**src/design/bns_pkg.sv**
```systemverilog
// shared constants, register codes and control structs of the beat note scheduler
`default_nettype none

package bns_pkg;

    // pending note-off table
    localparam int PENDING_SLOTS = 8;
    localparam int SLOT_W        = (PENDING_SLOTS > 1) ? $clog2(PENDING_SLOTS) : 1;
    localparam int MAX_RESULTS   = 8;
    localparam int CNT_W         = $clog2(MAX_RESULTS + 1);

    // field widths
    localparam int NOTE_W = 7;
    localparam int CHAN_W = 5;
    localparam int VEL_W  = 7;
    localparam int LEN_W  = 20;
    localparam int BLK_W  = 16;
    localparam int SOFF_W = 17;
    localparam int STR_W  = 17;
    localparam int REM_W  = 21;
    localparam int PROD_W = 24;

    // configuration port
    localparam int CFG_IDX_W  = 3;
    localparam int CFG_DATA_W = 20;

    typedef enum logic [CFG_IDX_W-1:0] {
        REG_NOTE_NUMBER   = 3'd0,
        REG_MIDI_CHANNEL  = 3'd1,
        REG_FIXED_VEL     = 3'd2,
        REG_VEL_MODE      = 3'd3,
        REG_NOTE_LENGTH   = 3'd4
    } t_cfg_reg;

    // register reset values
    localparam logic [NOTE_W-1:0] RST_NOTE_NUMBER = 7'd36;
    localparam logic [CHAN_W-1:0] RST_MIDI_CHAN   = 5'd10;
    localparam logic [VEL_W-1:0]  RST_FIXED_VEL   = 7'd100;
    localparam logic              RST_VEL_MODE    = 1'b0;
    localparam logic [LEN_W-1:0]  RST_NOTE_LENGTH = 20'd4410;

    // channel limits
    localparam logic [CHAN_W-1:0] CHAN_MIN = 5'd1;
    localparam logic [CHAN_W-1:0] CHAN_MAX = 5'd16;

    // velocity from strength: base + strength * gain / 2^16
    localparam logic [8:0]        VEL_BASE = 9'd25;
    localparam logic [PROD_W-1:0] VEL_GAIN = 24'd102;
    localparam logic [8:0]        VEL_MAX  = 9'd127;
    localparam logic [8:0]        VEL_MIN  = 9'd1;

    localparam logic VEL_MODE_FIXED = 1'b0;

    // codes of the item and event fields
    localparam logic ACT_BLOCK   = 1'b0;
    localparam logic ACT_TRIGGER = 1'b1;
    localparam logic EV_NOTE_ON  = 1'b0;
    localparam logic EV_NOTE_OFF = 1'b1;

    typedef struct packed {
        logic load;
        logic mask;
        logic walk_step;
        logic calc;
        logic sum;
        logic emit_on;
        logic emit_off;
        logic store;
    } t_cmd;

    typedef struct packed {
        logic in_action;
        logic out_free;
        logic walk_stall;
        logic walk_end;
        logic in_block;
    } t_stat;

endpackage

`default_nettype wire

```
**src/design/beat_note_scheduler.sv**
```systemverilog
// top level of the beat note scheduler: controller plus datapath
`default_nettype none

// channel      | handshake            | payload
// -------------+----------------------+-----------------------------------------------
// item in      | i_valid / o_ready    | i_action, i_block_samples, i_sample_offset,
//              |                      | i_strength
// event out    | o_valid / i_ready    | o_event_kind, o_channel, o_note, o_velocity,
//              |                      | o_event_offset, o_last
// config write | i_cfg_we             | i_cfg_index, i_cfg_data (no wait, no read-back)
//
// a trigger beat steps through accept, clamp and velocity multiply, offset add, note-on,
// note-off or slot store; a block-start beat steps through accept, mask and a slot walk
// that visits one slot a cycle unless an event waits, through a single shared subtractor
// the event register frees the datapath as soon as the consumer takes a beat; with i_ready
// low a waiting event stalls the sequence at its next emit
// synchronous active-low reset clears slot valid bits, block length and event valid at once

module beat_note_scheduler (
    input  wire logic                               i_clk,
    input  wire logic                               i_rst_n,
    // configuration
    input  wire logic                               i_cfg_we,
    input  wire logic [bns_pkg::CFG_IDX_W-1:0]      i_cfg_index,
    input  wire logic [bns_pkg::CFG_DATA_W-1:0]     i_cfg_data,
    // item in
    input  wire logic                               i_valid,
    output logic                                    o_ready,
    input  wire logic                               i_action,
    input  wire logic [bns_pkg::BLK_W-1:0]          i_block_samples,
    input  wire logic signed [bns_pkg::SOFF_W-1:0]  i_sample_offset,
    input  wire logic [bns_pkg::STR_W-1:0]          i_strength,
    // event out
    output logic                                    o_valid,
    input  wire logic                               i_ready,
    output logic                                    o_event_kind,
    output logic [bns_pkg::CHAN_W-1:0]              o_channel,
    output logic [bns_pkg::NOTE_W-1:0]              o_note,
    output logic [bns_pkg::VEL_W-1:0]               o_velocity,
    output logic [bns_pkg::BLK_W-1:0]               o_event_offset,
    output logic                                    o_last
);

    // commands from the sequencer, status back from the datapath
    bns_pkg::t_cmd  cmd;
    bns_pkg::t_stat stat;

    // sequencer: accepts a beat only when idle, then steps either the slot walk
    // or the trigger sequence
    bns_ctrl u_ctrl (
        .i_clk   (i_clk),
        .i_rst_n (i_rst_n),
        .i_valid (i_valid),
        .o_ready (o_ready),
        .i_stat  (stat),
        .o_cmd   (cmd)
    );

    // datapath: config registers, slot table, clamp and velocity logic,
    // event register
    bns_datapath u_dp (
        .i_clk           (i_clk),
        .i_rst_n         (i_rst_n),
        .i_cfg_we        (i_cfg_we),
        .i_cfg_index     (i_cfg_index),
        .i_cfg_data      (i_cfg_data),
        .i_action        (i_action),
        .i_block_samples (i_block_samples),
        .i_sample_offset (i_sample_offset),
        .i_strength      (i_strength),
        .i_cmd           (cmd),
        .o_stat          (stat),
        .i_ready         (i_ready),
        .o_valid         (o_valid),
        .o_event_kind    (o_event_kind),
        .o_channel       (o_channel),
        .o_note          (o_note),
        .o_velocity      (o_velocity),
        .o_event_offset  (o_event_offset),
        .o_last          (o_last)
    );

endmodule

`default_nettype wire

```
**src/design/bns_ctrl.sv**
```systemverilog
// sequencing state machine of the beat note scheduler
`default_nettype none

module bns_ctrl (
    input  wire logic          i_clk,
    input  wire logic          i_rst_n,
    input  wire logic          i_valid,
    output logic               o_ready,
    input  wire bns_pkg::t_stat i_stat,
    output bns_pkg::t_cmd      o_cmd
);

    typedef enum logic [2:0] {
        ST_IDLE,
        ST_MASK,
        ST_WALK,
        ST_CALC,
        ST_SUM,
        ST_ON,
        ST_OFF
    } t_state;

    t_state r_state;
    t_state n_state;

    always_comb begin
        n_state = r_state;
        o_cmd   = '0;
        o_ready = 1'b0;
        case (r_state)
            ST_IDLE: begin
                o_ready = 1'b1;
                if (i_valid) begin
                    o_cmd.load = 1'b1;
                    n_state = (i_stat.in_action == bns_pkg::ACT_TRIGGER) ? ST_CALC : ST_MASK;
                end
            end
            ST_MASK: begin
                o_cmd.mask = 1'b1;
                n_state = ST_WALK;
            end
            ST_WALK: begin
                if (!i_stat.walk_stall) begin
                    o_cmd.walk_step = 1'b1;
                    if (i_stat.walk_end) begin
                        n_state = ST_IDLE;
                    end
                end
            end
            ST_CALC: begin
                o_cmd.calc = 1'b1;
                n_state = ST_SUM;
            end
            ST_SUM: begin
                o_cmd.sum = 1'b1;
                n_state = ST_ON;
            end
            ST_ON: begin
                if (i_stat.out_free) begin
                    o_cmd.emit_on = 1'b1;
                    n_state = ST_OFF;
                end
            end
            ST_OFF: begin
                if (!i_stat.in_block) begin
                    o_cmd.store = 1'b1;
                    n_state = ST_IDLE;
                end else if (i_stat.out_free) begin
                    o_cmd.emit_off = 1'b1;
                    n_state = ST_IDLE;
                end
            end
            default: begin
                n_state = ST_IDLE;
            end
        endcase
    end

    always_ff @(posedge i_clk) begin
        if (!i_rst_n) begin
            r_state <= ST_IDLE;
        end else begin
            r_state <= n_state;
        end
    end

endmodule

`default_nettype wire

```
**src/design/bns_datapath.sv**
```systemverilog
// registers, slot table, arithmetic and output register of the beat note scheduler
`default_nettype none

module bns_datapath (
    input  wire logic                                i_clk,
    input  wire logic                                i_rst_n,
    input  wire logic                                i_cfg_we,
    input  wire logic [bns_pkg::CFG_IDX_W-1:0]       i_cfg_index,
    input  wire logic [bns_pkg::CFG_DATA_W-1:0]      i_cfg_data,
    input  wire logic                                i_action,
    input  wire logic [bns_pkg::BLK_W-1:0]           i_block_samples,
    input  wire logic signed [bns_pkg::SOFF_W-1:0]   i_sample_offset,
    input  wire logic [bns_pkg::STR_W-1:0]           i_strength,
    input  wire bns_pkg::t_cmd                       i_cmd,
    output bns_pkg::t_stat                           o_stat,
    input  wire logic                                i_ready,
    output logic                                     o_valid,
    output logic                                     o_event_kind,
    output logic [bns_pkg::CHAN_W-1:0]               o_channel,
    output logic [bns_pkg::NOTE_W-1:0]               o_note,
    output logic [bns_pkg::VEL_W-1:0]                o_velocity,
    output logic [bns_pkg::BLK_W-1:0]                o_event_offset,
    output logic                                     o_last
);

    localparam int P = bns_pkg::PENDING_SLOTS;

    // configuration
    logic [bns_pkg::NOTE_W-1:0] r_note_number;
    logic [bns_pkg::CHAN_W-1:0] r_midi_chan;
    logic [bns_pkg::VEL_W-1:0]  r_fixed_vel;
    logic                       r_vel_mode;
    logic [bns_pkg::LEN_W-1:0]  r_note_len;

    // item state
    logic [bns_pkg::BLK_W-1:0]          r_block_len;
    logic signed [bns_pkg::SOFF_W-1:0]  r_soff;
    logic [bns_pkg::STR_W-1:0]          r_strength;
    logic [bns_pkg::BLK_W-1:0]          r_off;
    logic [bns_pkg::VEL_W-1:0]          r_vel;
    logic [bns_pkg::CHAN_W-1:0]         r_chan;
    logic [bns_pkg::NOTE_W-1:0]         r_note;
    logic [bns_pkg::REM_W-1:0]          r_offoff;
    logic                               r_in_block;

    // slot table
    logic [P-1:0]               r_slot_active;
    logic [bns_pkg::REM_W-1:0]  r_slot_rem  [P];
    logic [bns_pkg::NOTE_W-1:0] r_slot_note [P];
    logic [bns_pkg::CHAN_W-1:0] r_slot_chan [P];

    // walk
    logic [P-1:0]                r_mask;
    logic [bns_pkg::SLOT_W-1:0]  r_idx;
    logic [bns_pkg::CNT_W-1:0]   r_cnt;

    // output register
    logic                        r_out_valid;
    logic                        r_out_kind;
    logic [bns_pkg::CHAN_W-1:0]  r_out_chan;
    logic [bns_pkg::NOTE_W-1:0]  r_out_note;
    logic [bns_pkg::VEL_W-1:0]   r_out_vel;
    logic [bns_pkg::BLK_W-1:0]   r_out_off;
    logic                        r_out_last;

    logic                        out_free;
    logic [bns_pkg::REM_W-1:0]   blk_ext;
    logic [bns_pkg::BLK_W-1:0]   max_off;
    logic [bns_pkg::BLK_W-1:0]   off_clamped;
    logic [bns_pkg::CHAN_W-1:0]  chan_clamped;
    logic [bns_pkg::PROD_W-1:0]  product;
    logic [8:0]                  vel_sum;
    logic [bns_pkg::VEL_W-1:0]   vel_strength;
    logic [bns_pkg::LEN_W-1:0]   len_used;
    logic [bns_pkg::REM_W-1:0]   offoff_sum;
    logic [bns_pkg::SLOT_W-1:0]  free_slot;
    logic [P-1:0]                expire;
    logic [P-1:0]                above;
    logic                        walk_emit;
    logic                        walk_last;
    logic [bns_pkg::REM_W-1:0]   rem_cur;

    assign out_free = !r_out_valid || i_ready;
    assign blk_ext  = {{(bns_pkg::REM_W - bns_pkg::BLK_W){1'b0}}, r_block_len};

    // trigger arithmetic
    always_comb begin
        max_off = (r_block_len != '0) ? r_block_len - 1'b1 : '0;
        if (r_soff < 0) begin
            off_clamped = '0;
        end else if (r_soff[bns_pkg::BLK_W-1:0] > max_off) begin
            off_clamped = max_off;
        end else begin
            off_clamped = r_soff[bns_pkg::BLK_W-1:0];
        end

        if (r_midi_chan < bns_pkg::CHAN_MIN) begin
            chan_clamped = bns_pkg::CHAN_MIN;
        end else if (r_midi_chan > bns_pkg::CHAN_MAX) begin
            chan_clamped = bns_pkg::CHAN_MAX;
        end else begin
            chan_clamped = r_midi_chan;
        end

        product = {{(bns_pkg::PROD_W - bns_pkg::STR_W){1'b0}}, r_strength} * bns_pkg::VEL_GAIN;
        vel_sum = {1'b0, product[bns_pkg::PROD_W-1:16]} + bns_pkg::VEL_BASE;
        if (vel_sum > bns_pkg::VEL_MAX) begin
            vel_strength = bns_pkg::VEL_MAX[bns_pkg::VEL_W-1:0];
        end else if (vel_sum < bns_pkg::VEL_MIN) begin
            vel_strength = bns_pkg::VEL_MIN[bns_pkg::VEL_W-1:0];
        end else begin
            vel_strength = vel_sum[bns_pkg::VEL_W-1:0];
        end

        len_used   = (r_note_len != '0) ? r_note_len : bns_pkg::LEN_W'(1);
        offoff_sum = {{(bns_pkg::REM_W - bns_pkg::BLK_W){1'b0}}, r_off}
                   + {{(bns_pkg::REM_W - bns_pkg::LEN_W){1'b0}}, len_used};
    end

    // first free slot, slot 0 when all busy
    always_comb begin
        free_slot = '0;
        for (int i = P - 1; i >= 0; i--) begin
            if (!r_slot_active[i]) begin
                free_slot = bns_pkg::SLOT_W'(i);
            end
        end
    end

    // block walk
    always_comb begin
        for (int i = 0; i < P; i++) begin
            expire[i] = r_slot_active[i] && (r_slot_rem[i] < blk_ext);
            above[i]  = (i > int'(r_idx));
        end
        rem_cur   = r_slot_rem[r_idx];
        walk_emit = r_mask[r_idx] && (r_cnt < bns_pkg::CNT_W'(bns_pkg::MAX_RESULTS));
        walk_last = (r_cnt == bns_pkg::CNT_W'(bns_pkg::MAX_RESULTS - 1))
                 || ((r_mask & above) == '0);
    end

    always_comb begin
        o_stat            = '0;
        o_stat.in_action  = i_action;
        o_stat.out_free   = out_free;
        o_stat.walk_stall = walk_emit && !out_free;
        o_stat.walk_end   = (r_idx == bns_pkg::SLOT_W'(P - 1));
        o_stat.in_block   = r_in_block;
    end

    // configuration registers
    always_ff @(posedge i_clk) begin
        if (!i_rst_n) begin
            r_note_number <= bns_pkg::RST_NOTE_NUMBER;
            r_midi_chan   <= bns_pkg::RST_MIDI_CHAN;
            r_fixed_vel   <= bns_pkg::RST_FIXED_VEL;
            r_vel_mode    <= bns_pkg::RST_VEL_MODE;
            r_note_len    <= bns_pkg::RST_NOTE_LENGTH;
        end else if (i_cfg_we) begin
            case (i_cfg_index)
                bns_pkg::REG_NOTE_NUMBER:  r_note_number <= i_cfg_data[bns_pkg::NOTE_W-1:0];
                bns_pkg::REG_MIDI_CHANNEL: r_midi_chan   <= i_cfg_data[bns_pkg::CHAN_W-1:0];
                bns_pkg::REG_FIXED_VEL:    r_fixed_vel   <= i_cfg_data[bns_pkg::VEL_W-1:0];
                bns_pkg::REG_VEL_MODE:     r_vel_mode    <= i_cfg_data[0];
                bns_pkg::REG_NOTE_LENGTH:  r_note_len    <= i_cfg_data[bns_pkg::LEN_W-1:0];
                default: ;
            endcase
        end
    end

    // item registers
    always_ff @(posedge i_clk) begin
        if (!i_rst_n) begin
            r_block_len <= '0;
        end else if (i_cmd.load && (i_action == bns_pkg::ACT_BLOCK)) begin
            r_block_len <= i_block_samples;
        end
    end

    always_ff @(posedge i_clk) begin
        if (i_cmd.load) begin
            r_soff     <= i_sample_offset;
            r_strength <= i_strength;
        end
        if (i_cmd.calc) begin
            r_off  <= off_clamped;
            r_vel  <= (r_vel_mode == bns_pkg::VEL_MODE_FIXED) ? r_fixed_vel : vel_strength;
            r_chan <= chan_clamped;
            r_note <= r_note_number;
        end
        if (i_cmd.sum) begin
            r_offoff   <= offoff_sum;
            r_in_block <= offoff_sum < blk_ext;
        end
    end

    // slot table and walk counters
    always_ff @(posedge i_clk) begin
        if (!i_rst_n) begin
            r_slot_active <= '0;
            r_idx         <= '0;
            r_cnt         <= '0;
            r_mask        <= '0;
        end else begin
            if (i_cmd.mask) begin
                r_mask <= expire;
                r_idx  <= '0;
                r_cnt  <= '0;
            end
            if (i_cmd.walk_step) begin
                r_idx <= r_idx + 1'b1;
                if (r_mask[r_idx]) begin
                    r_slot_active[r_idx] <= 1'b0;
                    if (walk_emit) begin
                        r_cnt <= r_cnt + 1'b1;
                    end
                end else if (r_slot_active[r_idx]) begin
                    r_slot_rem[r_idx] <= rem_cur - blk_ext;
                end
            end
            if (i_cmd.store) begin
                r_slot_active[free_slot] <= 1'b1;
                r_slot_rem[free_slot]    <= r_offoff - blk_ext;
                r_slot_note[free_slot]   <= r_note;
                r_slot_chan[free_slot]   <= r_chan;
            end
        end
    end

    // output register
    always_ff @(posedge i_clk) begin
        if (!i_rst_n) begin
            r_out_valid <= 1'b0;
        end else if (i_cmd.emit_on || i_cmd.emit_off || (i_cmd.walk_step && walk_emit)) begin
            r_out_valid <= 1'b1;
        end else if (i_ready) begin
            r_out_valid <= 1'b0;
        end
    end

    always_ff @(posedge i_clk) begin
        if (i_cmd.emit_on) begin
            r_out_kind <= bns_pkg::EV_NOTE_ON;
            r_out_chan <= r_chan;
            r_out_note <= r_note;
            r_out_vel  <= r_vel;
            r_out_off  <= r_off;
            r_out_last <= !r_in_block;
        end else if (i_cmd.emit_off) begin
            r_out_kind <= bns_pkg::EV_NOTE_OFF;
            r_out_chan <= r_chan;
            r_out_note <= r_note;
            r_out_vel  <= '0;
            r_out_off  <= r_offoff[bns_pkg::BLK_W-1:0];
            r_out_last <= 1'b1;
        end else if (i_cmd.walk_step && walk_emit) begin
            r_out_kind <= bns_pkg::EV_NOTE_OFF;
            r_out_chan <= r_slot_chan[r_idx];
            r_out_note <= r_slot_note[r_idx];
            r_out_vel  <= '0;
            r_out_off  <= rem_cur[bns_pkg::BLK_W-1:0];
            r_out_last <= walk_last;
        end
    end

    assign o_valid        = r_out_valid;
    assign o_event_kind   = r_out_kind;
    assign o_channel      = r_out_chan;
    assign o_note         = r_out_note;
    assign o_velocity     = r_out_vel;
    assign o_event_offset = r_out_off;
    assign o_last         = r_out_last;

endmodule

`default_nettype wire
```
**config.mk**
```make
export PLATFORM = sky130hd
export DESIGN_NAME = beat_note_scheduler
export DESIGN_NICKNAME = d
export VERILOG_FILES = /design/src/design/bns_pkg.sv /design/src/design/beat_note_scheduler.sv /design/src/design/bns_ctrl.sv /design/src/design/bns_datapath.sv
export SDC_FILE = /design/constraint.sdc
export NUM_CORES = 1
export LEC_CHECK = 0
export BUFFER_PORTS_ARGS = -buffer_cell sky130_fd_sc_hd__buf_4
export CORE_ASPECT_RATIO = 1.75
export CORE_MARGIN = 2
export CORE_UTILIZATION = 30
export DETAILED_ROUTE_END_ITERATION = 12
export GPL_TIMING_DRIVEN = 0
export HOLD_SLACK_MARGIN = 0.12
export SYNTH_ARGS = -nofsm -noshare
export SYNTH_HDL_FRONTEND = slang
export SYNTH_HIERARCHICAL = 1
export SYNTH_SLANG_ARGS = --single-unit
```
**constraint.sdc**
```tcl
create_clock -name i_clk -period 6.8 [get_ports i_clk]
set_input_delay 0.34 -clock i_clk [delete_from_list [all_inputs] [get_ports i_clk]]
set_output_delay 0.34 -clock i_clk [all_outputs]
set_load 0.01 [all_outputs]
```
# [Yosys cells after proc, flatten, opt, wreduce, memory -nomap -nowiden]
# Memory sizes are Yosys's and may differ from the RTL's. A register that Yosys moved wholly into a read port is not among the register bits.
# Index checks and enable logic that the tools add are counted.
[word_totals] register_bits=211 ramBits=264 inputBits=79 out_inout_bits=39 word_cells=215 memories=3
[op_classes] n_addsub=7 n_mul=1 magnitude_cmp=27 eq_ne=17 n_mux=90 n_bitwise=5 n_reduce_logical=38
[mem_list] memory="u_dp.r_slot_rem" depth=8 word_bits=21 read_ports=9 rd_ports_with_merged_regs=1 write_ports=1 line="bns_datapath.sv:48" source="logic [bns_pkg::REM_W-1:0] r_slot_rem [P];"
[mem_list] memory="u_dp.r_slot_note" depth=8 word_bits=7 read_ports=1 rd_ports_with_merged_regs=1 write_ports=1 line="bns_datapath.sv:49" source="logic [bns_pkg::NOTE_W-1:0] r_slot_note [P];"
[mem_list] memory="u_dp.r_slot_chan" depth=8 word_bits=5 read_ports=1 rd_ports_with_merged_regs=1 write_ports=1 line="bns_datapath.sv:50" source="logic [bns_pkg::CHAN_W-1:0] r_slot_chan [P];"
[ops] op="$lt 21x16->1" n=9
[ops] op="$mux 16" n=5
[ops] op="$mux 3" n=23
[ops] op="$mux 7" n=9
[ops] op="$sub 21x16->21" n=2
[ops] op="$mux 1" n=32
[ops] op="$mux 8" n=4
[ops] op="$mul 17x6->23 const B" n=1
[ops] op="$add 16x20->21" n=1
[ops] op="$mux 21" n=1
[ops] op="$pmux 3 s7" n=1
[ops] op="$reduce_or 21->1" n=1
[ops] op="$mux 20" n=1
[ops] op="$mux 5" n=4
[ops] op="$reduce_bool 20->1" n=1
[ops] op="$lt 17x1->1 const B" n=1
[ops] op="$and 8x8->8" n=2
[ops] op="$gt 16x16->1" n=1
[ops] op="$mux 4" n=4
[ops] op="$reduce_bool 16->1" n=1
[ops] op="$sub 16x1->16 const B" n=1
[ops] op="$eq 3x3->1 const B" n=5
[ops] op="$logic_and 1x1->1" n=14
[ops] op="$eq 3x2->1 const B" n=4
[ops] op="other kinds (33)" n=57

# [Depth between registers and ports, before layout]
# Gate-level depths: netlist of the first run.
[logic_depth] depth_word=14 depth_mapped=21 depth_no_buf=21

# [By module]
# Netlist of the first run, hierarchy kept.
[modules_own_cells] mod="bns_datapath" n_inst=1 cells_per_inst=2448 area_each_um2=28234.6 seq_area_each_um2=13422.9
[modules_own_cells] mod="bns_ctrl" n_inst=1 cells_per_inst=34 area_each_um2=256.5 seq_area_each_um2=60.1

# [Worst setup path after synthesis of the first run]
# OpenSTA, ideal clock, no wires.
[synth_timing] path_type="reg2reg" from="reg u_dp/r_idx[0] (netlist name)" to="mem u_dp/r_slot_rem[0][0] (netlist name), enable pin" setup_time_ns=0.459 arrival_ns=4.296 t_required_ns=6.341 path_slack_ns=2.046 stages_incl_launch_ff=10 n_path_buf=2 period_less_slack_ns=4.754 cell_sequence="dfxtp_1 > clkbuf_1 > mux2i_1 > o21ai_0 > a221oi_1 > nor3_1 > nor4b_1 > clkbuf_1 > nand4_1 > o41ai_1"
[synth_rtl] item="from (decl)" line="bns_datapath.sv:54" source="logic [bns_pkg::SLOT_W-1:0] r_idx;"
[synth_rtl] item="from (signal assigned)" line="bns_datapath.sv:211" source="r_idx <= r_idx + 1'b1;"
[synth_rtl] item="to (decl)" line="bns_datapath.sv:48"

==> results of run 1 <==
-- cells in the mapped netlist (all sizes together) (15+ instances only) --
library cell and count:
a211oi 19, a21boi 46, a21o 72, a21oi 116, buf 35, clkbuf 82, dfxtp 87, edfxtp 391
fa 19, ha 257, inv 123, mux2 16, mux2i 161, mux4 66, nand2 256, nand2b 23
nand3 54, nand4 17, nor2 131, nor2b 35, nor3 45, nor4 15, o21a 23, o21ai 138
xnor2 44, xor2 33
-- where the power goes --
| group | total, mW | internal [mW] | switching (mW) |
|---|---|---|---|
| clock network | 2.88 | 1.70 | 1.18 |
| logic | 5.06 | 2.09 | 2.97 |
| registers | 3.68 | 3.57 | 0.115 |
-- logic make-up (layout without fill, tap and decap cells) --
group	count (synthesis)	after routing
DFF	478	478
muxes	243	243
buffers and inverters	241	525
xor gates and xnor gates	77	77
and+or+nand+nor	655	655
AOI/OAI and AO/OA	512	512
adders and majority gates	276	276
-- final cells by class --
type / instances / area (um2) / area share
multi-input cells: 1763 / 14100 / 0.421
well taps: 1208 / 1510 / 0.0450
plain buffers: 117 / 495 / 0.0148
repair buffers: 203 / 1820 / 0.0541
flip-flops and latches: 478 / 13500 / 0.401
clock inverters: 34 / 509 / 0.0152
inverters: 124 / 465 / 0.0139
clock buffers: 47 / 1150 / 0.0344
-- metal layers --
| layer | up-vias | GRT usage | wire length [um] |
|---|---|---|---|
| li1 | 9733 | - | - |
| met1 | 10100 | 0.174 | 30200 |
| met2 | 619 | 0.343 | 46500 |
| met3 | 262 | 0.0149 | 3200 |
| met4 | 0 | 0.136 | 7580 |
| met5 | - | 0 | 0 |
-- worst min path at each step --
| stage | endpoint | slack, ps | cells after the start |
|---|---|---|---|
| 2_1_floorplan | u_dp/r_note[0] | 410 | 0 |
| 3_3_place_gp | u_dp/r_note[3] | 420 | 0 |
| 3_5_place_dp | u_dp/r_note[1] | 410 | 0 |
| 4_1_cts | u_dp/o_valid | 140 | 3 |
| 5_1_grt | u_dp/o_valid | 170 | 3 |
| 6_report | u_dp/o_valid | 150 | 3 |
-- what timing repair did --
item / CTS / global route
setup endpoints to repair: 0 / 0
hold endpoints to repair: 93 / 0
setup buffers: 0 / 0
hold buffers: 71 / 0
-- critical path: cells and delay by family (launching register included) --
| family | cells | cell delay, ps |
|---|---|---|
| adders and majority gates | 2 | 710 |
| xor gates and xnor gates | 1 | 640 |
| DFF | 1 | 430 |
| and+or+nand+nor | 1 | 170 |
| muxes | 2 | 550 |
| AOI/OAI and AO/OA | 7 | 1690 |
| buffers and inverters | 2 | 1240 |
-- sequential cells by signal, indices dropped and copies added, names as in the netlist, 17 cells and up, named ones only --
signal            count
u_dp/r_strength      17
u_dp/r_slot_chan     40
u_dp/r_slot_note     56
u_dp/r_soff          17
u_dp/r_slot_rem     168
u_dp/r_offoff        21
u_dp/r_note_len      20
==> run metrics, run 1 <==
status=finished clean; layout cells sized above 1=0.134; commonest non-fill, non-tap cell in the layout=edfxtp_1; core box area=0.0941 mm2; Bufs on Longest Clock Path=3; sequential share of the synthesized area=0.473; Mapped Cells=2482; largest net degree at the start of global routing=37; crit-path max FO=10; crit path to=u_dp/r_slot_rem[4][18]; Setup-failing EPs final=0; TNS Setup=0 ps; Max Fclk=175 MHz; largest area contributor in the netlist=edfxtp_1; cell area after synthesis=0.0285 mm2; compound-cell area share of the yosys netlist=0.119; arrival time worst endpoint=6020 ps; CP Launch Type=register; clk_lat worst skew=590 ps; Reg-to-Reg End=u_dp/r_slot_rem[4][18]; Worst Hold Launch=i_ready; Pins Over Slew Limit=0; Routed WL per cell=22.0 um; top-area cell type share of the netlist area=0.412; Rel. slew slack=0.188; post-route core utilization=0.357; Tightest Hold Check Type=in2reg; Die ar.=0.0975 mm2; xor-xnor portion of the synthesized cell area=0.0247; Worst setup EP type=register; P per Cell Area=346 mW/mm2; Tot GR Track Use=0.178; CTS tree=done; critical path type=reg2reg; critical-path cell list=buf_2 -> clkbuf_1 -> mux4_2 -> mux2i_1 -> ha_1 -> fa_1 -> nor2b_1 -> o21ai_2 -> a21boi_1 -> o211a_1 -> a311oi_2 -> o31ai_2 -> a21oi_1 -> xnor2_1 -> o21ai_0; Design Area, Final=0.0336 mm2; diode count=0; endpoints failing hold=0; worst path required time=7090 ps; post-route antenna net violation count=0; number of global-route vias before repair=21400; DR iter-0 viols=1216; Tmin final=5730 ps; CP peak stage delay=900 ps; Pwr Total=11.6 mW; most frequent cells in the layout=edfxtp_1, ha_1, nand2_1; via count=20700; pre-CTS WS=1190 ps; Post-Syn Area per Cell=11.5 um2; #FFs+latches synth=478; Placed Cells=3821; final worst-path setup slack=1070 ps; reg2reg setup slack=1070 ps; overall die height=412 um; fin nets=3086; RePlAce Congestion=0.922; via/cell ratio=5.22; synth top area cells=edfxtp_1, ha_1, dfxtp_1, mux2i_1, mux4_2; die width=237 um; worst-margin pin slew=1210 ps; Layout fillers=9212; Initial Utilization=0.303; antenna violations before repair=0; slowest cell on the critical path=clkbuf_1; fin crit share=0.842; clock skew=22.6 ps; DP Wirelength=68600 um; area share of fa/ha/maj cells after synthesis=0.126; Max Cap Violations=0; first-pass GRT wire length=130000 um; FP Rows=149; post-CTS sizing=0; clk sinks=478; drt total wl=87500 um; Leakage Power=12.9 nW; RSZ-0062 raised after global routing=no; Root Driver=clkbuf_16; post-synthesis mux area share=0.115; VDD IR max=0.347 mV; DRT Pass-1 Iters=5; Layout area overhead=17.9%; post-synthesis simple-gate area fraction=0.108; number of distinct library cells after synthesis=92; non-filler cells, final=3974; DRC=0; Most used DFF post-synth=edfxtp_1; Placed Area=0.0312 mm2; Reg2Reg Depth=15; clock-pin slew on the worst setup and hold paths=70 ps; Async SR Flop Fraction=0; Min Hold Slack=152 ps; I/O pin cnt=118; syn nets=2837; CTS Buf Count=44; main combinational cell family by area after synthesis=adder cells; synth warn=6; total grt overflow=0; H-tree levels=2; Post-synth EDFFs=391; I/O Buffers=117
(Power assumes the default switching activity.)
==> run 2, diff against run 1 <==
- ABC_AREA: unset -> 1
- clock period: 6.8 -> 4.96 ns (I/O delays scaled with it)
==> run 2 against run 1 <==
Against the previous run:
- synthesized cell count is 36% higher
- area after synthesis grew 2.9%
- global-route usage up 3.1 points
- clock skew down 2.6 ps
- setup slack worse by 860 ps
- clock power grew 24%
- die area is 2.9% higher
==> run metrics, run 2 <==
overall die height=418 um (+1.4%); I/O Buffers=117 (unchanged); Layout area overhead=16.9%; antenna violations before repair=1 (+1); most frequent cells in the layout=nand2_1, nor2_1, edfxtp_1; net switching power=8.38 mW (+96%); Post-CTS Setup Bufs=0 (unchanged); via/cell ratio=5.13 (-1.7%); P per Cell Area=543 mW/mm2 (+57%); Placed Cells=4804 (+26%); Pins Over Slew Limit=0 (unchanged); critical path type=reg2reg; Leakage Power=14.1 nW (+9.5%); post-synthesis simple-gate area fraction=0.203 (+0.0942); crit-path max FO=10 (unchanged); most common cell in the netlist=nand2_1; synth cell count leaders=nand2_1, nor2_1, edfxtp_1; I/O pin cnt=118 (unchanged); drt total wl=105000 um (+20%); synth warn=6 (unchanged); largest registers=u_dp/r_slot_rem x168, u_dp/r_slot_note x56, u_dp/r_slot_chan x40; final worst-path setup slack=214 ps (-858 ps); Max Fclk=211 MHz (+21%); clock skew=20.0 ps (-2.65 ps); H-tree levels=2 (unchanged); Setup-failing EPs final=0 (unchanged); top-area cell type share of the netlist area=0.400 (-0.0117); total grt overflow=0 (unchanged); combinational power share=0.528 (+0.093); CTS Buf Count=45 (+2.3%); sequential power share=0.281 (-0.036); worst path required time=5370 ps (-1720 ps); core box area=0.0969 mm2 (+2.9%); proportion of power drawn by the clock network=0.192 (-0.056); post-route core utilization=0.354 (-0.00297); CTS tree=done; cell area after synthesis=0.0293 mm2 (+2.9%); diode count=0 (unchanged); fin crit share=0.957 (+0.114); first-pass GRT wire length=155000 um (+20%); die width=240 um (+1.4%); post-route antenna net violation count=0 (unchanged); M2 GR Usage=0.400 (+0.0562); Buf+Inv Stages, Crit Path=7 (+5); VDD IR max=0.611 mV (+76%); Post-Syn Area per Cell=8.69 um2 (-24%); CP Launch Type=register; Routed WL per cell=21.2 um (-3.8%); xor-xnor portion of the synthesized cell area=0.0202 (-0.00454); worst-margin pin slew=1260 ps (+50.9 ps); largest area contributor in the netlist=edfxtp_1; Die ar.=0.100 mm2 (+2.9%); status=finished clean; compound-cell area share of the yosys netlist=0.135 (+0.0164); Tot GR Track Use=0.208 (+0.0306); main combinational cell family by area after synthesis=simple AND/OR/NAND/NOR gates; Top reg by flops=u_dp/r_slot_rem; Bufs on Longest Clock Path=3 (unchanged); DR iter-0 viols=1771 (+46%); synth top area cells=edfxtp_1, ha_1, nand2_1, dfxtp_1, nor2_1; area share of fa/ha/maj cells after synthesis=0.123 (-0.00359); slowest cell on the critical path=fa_1; most frequent CP cell=nand2_1; critical-path cell list=inv_1 -> buf_4 -> buf_6 -> buf_2 -> buf_2 -> nor2_1 -> o32ai_1 -> nand2_1 -> nand2_1 -> inv_1 -> ha_1 -> fa_1 -> nand3b_1 -> nand2_1 -> a21oi_1 -> o21ai_2 -> nand2_1 -> nand2_1 -> nand2_1 -> nand2_1 -> inv_1 -> nand2_1 -> nand3_1 -> o21ai_1; met1 Usage GRT=0.196 (+0.0218); Pint=10.2 mW (+39%); sequential share of the synthesized area=0.460 (-0.0134); Root Driver=clkbuf_16; Most used DFF post-synth=edfxtp_1; pre-CTS WS=81.2 ps (-1100 ps); arrival time worst endpoint=5160 ps (-860 ps); Async SR Flop Fraction=0 (unchanged); clk_lat worst skew=590 ps (about the same); clk sinks=478 (unchanged); number of global-route vias before repair=26100 (+22%); FP Rows=151 (+1.3%); Post-synth EDFFs=391 (unchanged); Worst setup EP type=register; via count=25400 (+23%); CP peak stage delay=410 ps (-490 ps); busiest grt layer=met2; DRT Pass-1 Iters=5 (unchanged); cell family with most CP delay=simple AND/OR/NAND/NOR gates; endpoints failing hold=0 (unchanged); Max Cap Violations=0 (unchanged); Tightest Hold Check Type=in2reg; Largest register FFs=168 (unchanged); post-synthesis mux area share=0 (-0.115); RePlAce Congestion=1.01 (+9.0%); Mapped Cells=3376 (+36%); Tmin final=4750 ps (-982 ps); sw frac=0.450 (+0.0833); non-filler cells, final=4963 (+25%); clock-pin slew on the worst setup and hold paths=70 ps (about the same); #FFs+latches synth=478 (unchanged); fin nets=3982 (+29%); RSZ-0062 raised after global routing=no; number of distinct library cells after synthesis=63 (-32%); Initial Utilization=0.303 (about the same); largest net degree at the start of global routing=37 (unchanged); Rel. slew slack=0.159 (-0.0290); syn nets=3731 (+32%); layout cells sized above 1=0.0925 (-0.0416); DRC=0 (unchanged); DP Wirelength=83400 um (+22%); GR Util met3=0.0219 (+0.00703); commonest non-fill, non-tap cell in the layout=nand2_1
[run 2: worst reg2reg max path: stages (launching register included)]
cell      delay, ps
dfxtp_1         330
inv_1           150
buf_4           220
buf_6           200
buf_2           300
buf_2           380
nor2_1          100
o32ai_1         170
nand2_1         100
nand2_1         170
inv_1            60
ha_1            200
fa_1            410
nand3b_1        170
nand2_1         120
a21oi_1         150
o21ai_2         270
nand2_1          90
nand2_1         120
nand2_1          70
nand2_1         110
inv_1           130
nand2_1         270
nand3_1         130
o21ai_1         150
[run 2: metrics by stage]
step	setup TNS (ps)	area (um2)	hold slack, ps	power (mW)
after floorplan	0	29300	346	12.1
after global placement	-194170	31800	411	14.8
after detailed placement	0	32000	417	14.9
after CTS	0	34300	130	18.6
after global routing	0	34300	205	20.1
final	0	34300	149	18.6
[run 2: routing by layer]
metal | wire length (um) | share of wire
met1 | 34500 | 0.33
met2 | 56100 | 0.53
met3 | 4780 | 0.045
met4 | 9870 | 0.094
met5 | 0 | 0
[run 2: power groups by stage]
stage          combinational [mW]  sequential [mW]  clock (mW)
6_report                     9.82             5.22        3.57
3_3_place_gp                 9.46             5.31           0
2_1_floorplan                6.82             5.26           0
3_5_place_dp                 9.64             5.30           0
4_1_cts                      9.73             5.22        3.64
5_1_grt                      11.1             5.24        3.76
[run 2: final timing paths]
kind | startpoint | endpoint | slack (ps) | depth (start not counted)
worst min register to register | u_dp/r_note_number[1] | u_dp/r_note[1] | 430 | 0
worst max-delay path | register | u_dp/r_slot_rem[6][16] | 210 | 24
worst min-delay path | i_action | u_ctrl/r_state[1] | 150 | 6
worst max register to register | register | u_dp/r_slot_rem[6][16] | 210 | 24
[run 2: cell families (layout without fill, tap and decap cells)]
| family | after synthesis | after routing |
|---|---|---|
| simple gates | 1411 | 1411 |
| compound gates | 713 | 713 |
| flops | 478 | 478 |
| buf+inv | 433 | 720 |
| fa+ha+maj | 276 | 276 |
| xor+xnor | 65 | 65 |
[run 2: what timing repair did]
action | CTS | global route
hold endpoints to repair | 97 | 0
gates resized for setup | 0 | 5
hold buffers | 77 | 0
endpoints found under the setup margin | 0 | 46
[run 2: layout make-up]
type                       count  area (um2)
fill                        9938       62600
multi-input combinational   2465       14100
sequential                   478       13500
timing repair buffer         205        1810
tap                         1300        1630
clock buffer                  54        1200
inverter                     301        1140
buffer                       131         609
clock inverter                29         274
==> run 3, diff against run 2 <==
- CORE_ASPECT_RATIO: 1.75 -> 2
- REMOVE_ABC_BUFFERS: unset -> 1
- TNS_END_PERCENT: unset -> 10
==> run 3 against run 2 <==
Against the previous run:
- setup slack worse by 4.2 ps
- worst hold slack gained 68 ps
- global-route usage down 2.3 points
- final cell count down 3.9%
- flip-flop and latch count stayed put
- critical path depth is 8 lower
- cell area is 0.79% lower
- routed wire length is 9.9% lower
- die area about the same
- fmax hardly changed
- count of clock-buffer cells in the layout up 3
- critical path type unchanged
==> run metrics, run 3 (same netlist as run 2, synthesis figures left out) <==
VDD IR max=0.476 mV (-22%); Initial Utilization=0.302 (-0.000526); worst path required time=5400 ps (+30 ps); drt total wl=94700 um (-9.9%); Setup-failing EPs final=0 (unchanged); Placed Area=0.0316 mm2 (-1.3%); post-route antenna net violation count=0 (unchanged); Tightest Hold Check Type=in2reg; Layout area overhead=16.0%; Top reg by flops=u_dp/r_slot_rem; antenna violations before repair=1 (unchanged); crit-path max FO=83 (+73); layout cells sized above 1=0.0839 (-0.00860); DR iter-0 viols=1428 (-19%); Min Hold Slack=216 ps (+67.7 ps); commonest non-fill, non-tap cell in the layout=nand2_1; Pins Over Slew Limit=0 (unchanged); Layout fillers=9808 (-1.3%); RSZ-0062 raised after global routing=yes; CTS tree=done; Worst setup EP type=register; DRC=0 (unchanged); most frequent cells in the layout=nand2_1, nor2_1, edfxtp_1; endpoints failing hold=0 (unchanged); Max Cap Violations=0 (unchanged); die width=225 um (-6.4%); Rel. slew slack=0.127 (-0.0316); Largest register FFs=168 (unchanged); largest registers=u_dp/r_slot_rem x168, u_dp/r_slot_note x56, u_dp/r_slot_chan x40; total grt overflow=0 (unchanged); Design Area, Final=0.0340 mm2 (-0.79%); number of global-route vias before repair=25400 (-2.7%); via/cell ratio=5.21 (+1.7%); core box area=0.0971 mm2 (+0.17%); fin nets=3861 (-3.0%); CTS Buf Count=42 (-6.7%); Routed WL per cell=19.9 um (-6.3%); worst-margin pin slew=1310 ps (+44.2 ps); clock-pin slew on the worst setup and hold paths=70 ps (about the same); H-tree levels=2 (unchanged); Tmin final=4750 ps (+4.20 ps); overall die height=446 um (+6.8%); via count=24900 (-2.3%); first-pass GRT wire length=141000 um (-8.9%); largest net degree at the start of global routing=84 (+130%); clock skew=25.0 ps (+5.03 ps); Max Fclk=211 MHz (about the same); DRT Pass-1 Iters=7 (+2); DP Wirelength=69300 um (-17%); P per Cell Area=537 mW/mm2 (-1.1%); Leakage Power=14.0 nW (-1.3%); fin crit share=0.958 (about the same); clk_lat worst skew=610 ps (+20 ps); Root Driver=clkbuf_16; RePlAce Congestion=0.921 (-8.4%); Die ar.=0.100 mm2 (about the same); Tot GR Track Use=0.185 (-0.0232); arrival time worst endpoint=5190 ps (+30 ps); CP Launch Type=register; I/O Buffers=117 (unchanged); clk sinks=478 (unchanged); FP Rows=162 (+7.3%); I/O pin cnt=118 (unchanged); Bufs on Longest Clock Path=3 (unchanged); status=finished clean; post-route core utilization=0.350 (-0.00340); critical path type=reg2reg
run 3: cell count changes in the layout (fill, tap and decap cells not counted), moves of 4 or more:
cell / previous run / this run
buf_4: 126 / 118
clkinv_4: 4 / 0
o21ai_4: 1 / 10
o21ai_2: 10 / 4
buf_12: 1 / 7
nor2_1: 400 / 394
nor2_4: 2 / 7
buf_8: 7 / 3
clkbuf_1: 70 / 7
clkbuf_8: 0 / 4
buf_16: 0 / 6
buf_2: 54 / 0
run 3: layout make-up:
| cell class | count | area (um2) | area share |
|---|---|---|---|
| repair buffers | 214 | 2040 | 0.0600 |
| well taps | 1230 | 1540 | 0.0452 |
| clock buffers | 57 | 1210 | 0.0357 |
| flip-flops and latches | 478 | 13500 | 0.397 |
| diodes | 1 | 2.50 | 0.0000736 |
| multi-input cells | 2468 | 14300 | 0.421 |
| repair inverters | 1 | 7.51 | 0.000221 |
| inverters | 301 | 1150 | 0.0338 |
| clock inverters | 19 | 256 | 0.00754 |
run 3: through the flow:
stage / cells / setup TNS (ps) / worst slack [ps] / total power [mW]
5_1_grt: 4769 / -0.477 / -0.477 / 19.8
3_3_place_gp: 4591 / -1993570 / -7620 / 14.3
2_1_floorplan: 3244 / -301520 / -1930 / 12.0
3_5_place_dp: 4609 / -511 / -73.1 / 14.6
6_report: 4769 / 0 / 210 / 18.3
4_1_cts: 4762 / 0 / 28.8 / 18.2
run 3: metal layers:
layer / routed length, um / track usage / vias to the layer above
li1: - / - / 11900
met1: 32000 / 0.175 / 11800
met2: 50500 / 0.354 / 766
met3: 3580 / 0.0182 / 360
met4: 8630 / 0.154 / 0
met5: 0 / 0 / -
run 3: report_power, final:
group          switching, mW  internal [mW]
registers              0.243           5.07
logic                   6.21           3.16
clock network           1.59           2.00
total                   8.04           10.2
run 3: what timing repair did:
| action | in CTS | in global routing |
|---|---|---|
| cloned | 0 | 4 |
| pin swaps | 0 | 3 |
| setup endpoints to repair | 14 | 165 |
| hold buffers | 77 | 0 |
| setup buffers | 0 | 2 |
| gates resized for setup | 2 | 15 |
| hold endpoints to repair | 91 | 0 |
run 3: worst max-delay path, cell delays in order, from the launching register on:
cell      delay [ps]
dfxtp_4          550
inv_6            390
buf_16           290
o21ai_0          140
o22ai_1          230
inv_1             90
o21ai_1          260
inv_1            100
fa_1             440
nand3b_1         180
nand2_1          130
a21oi_1          160
o21ai_2          320
a21oi_1          180
xnor2_1          660
nand2_1          130
o21ai_0          120
run 3: worst paths after layout:
kind	start	endpoint	slack, ps	cells after the start
max	register	u_dp/r_slot_rem[2][14]	210	16
min	i_valid	u_ctrl/r_state[2]	220	7
max reg2reg	register	u_dp/r_slot_rem[2][14]	210	16
min reg2reg	u_dp/r_note_number[1]	u_dp/r_note[1]	430	0
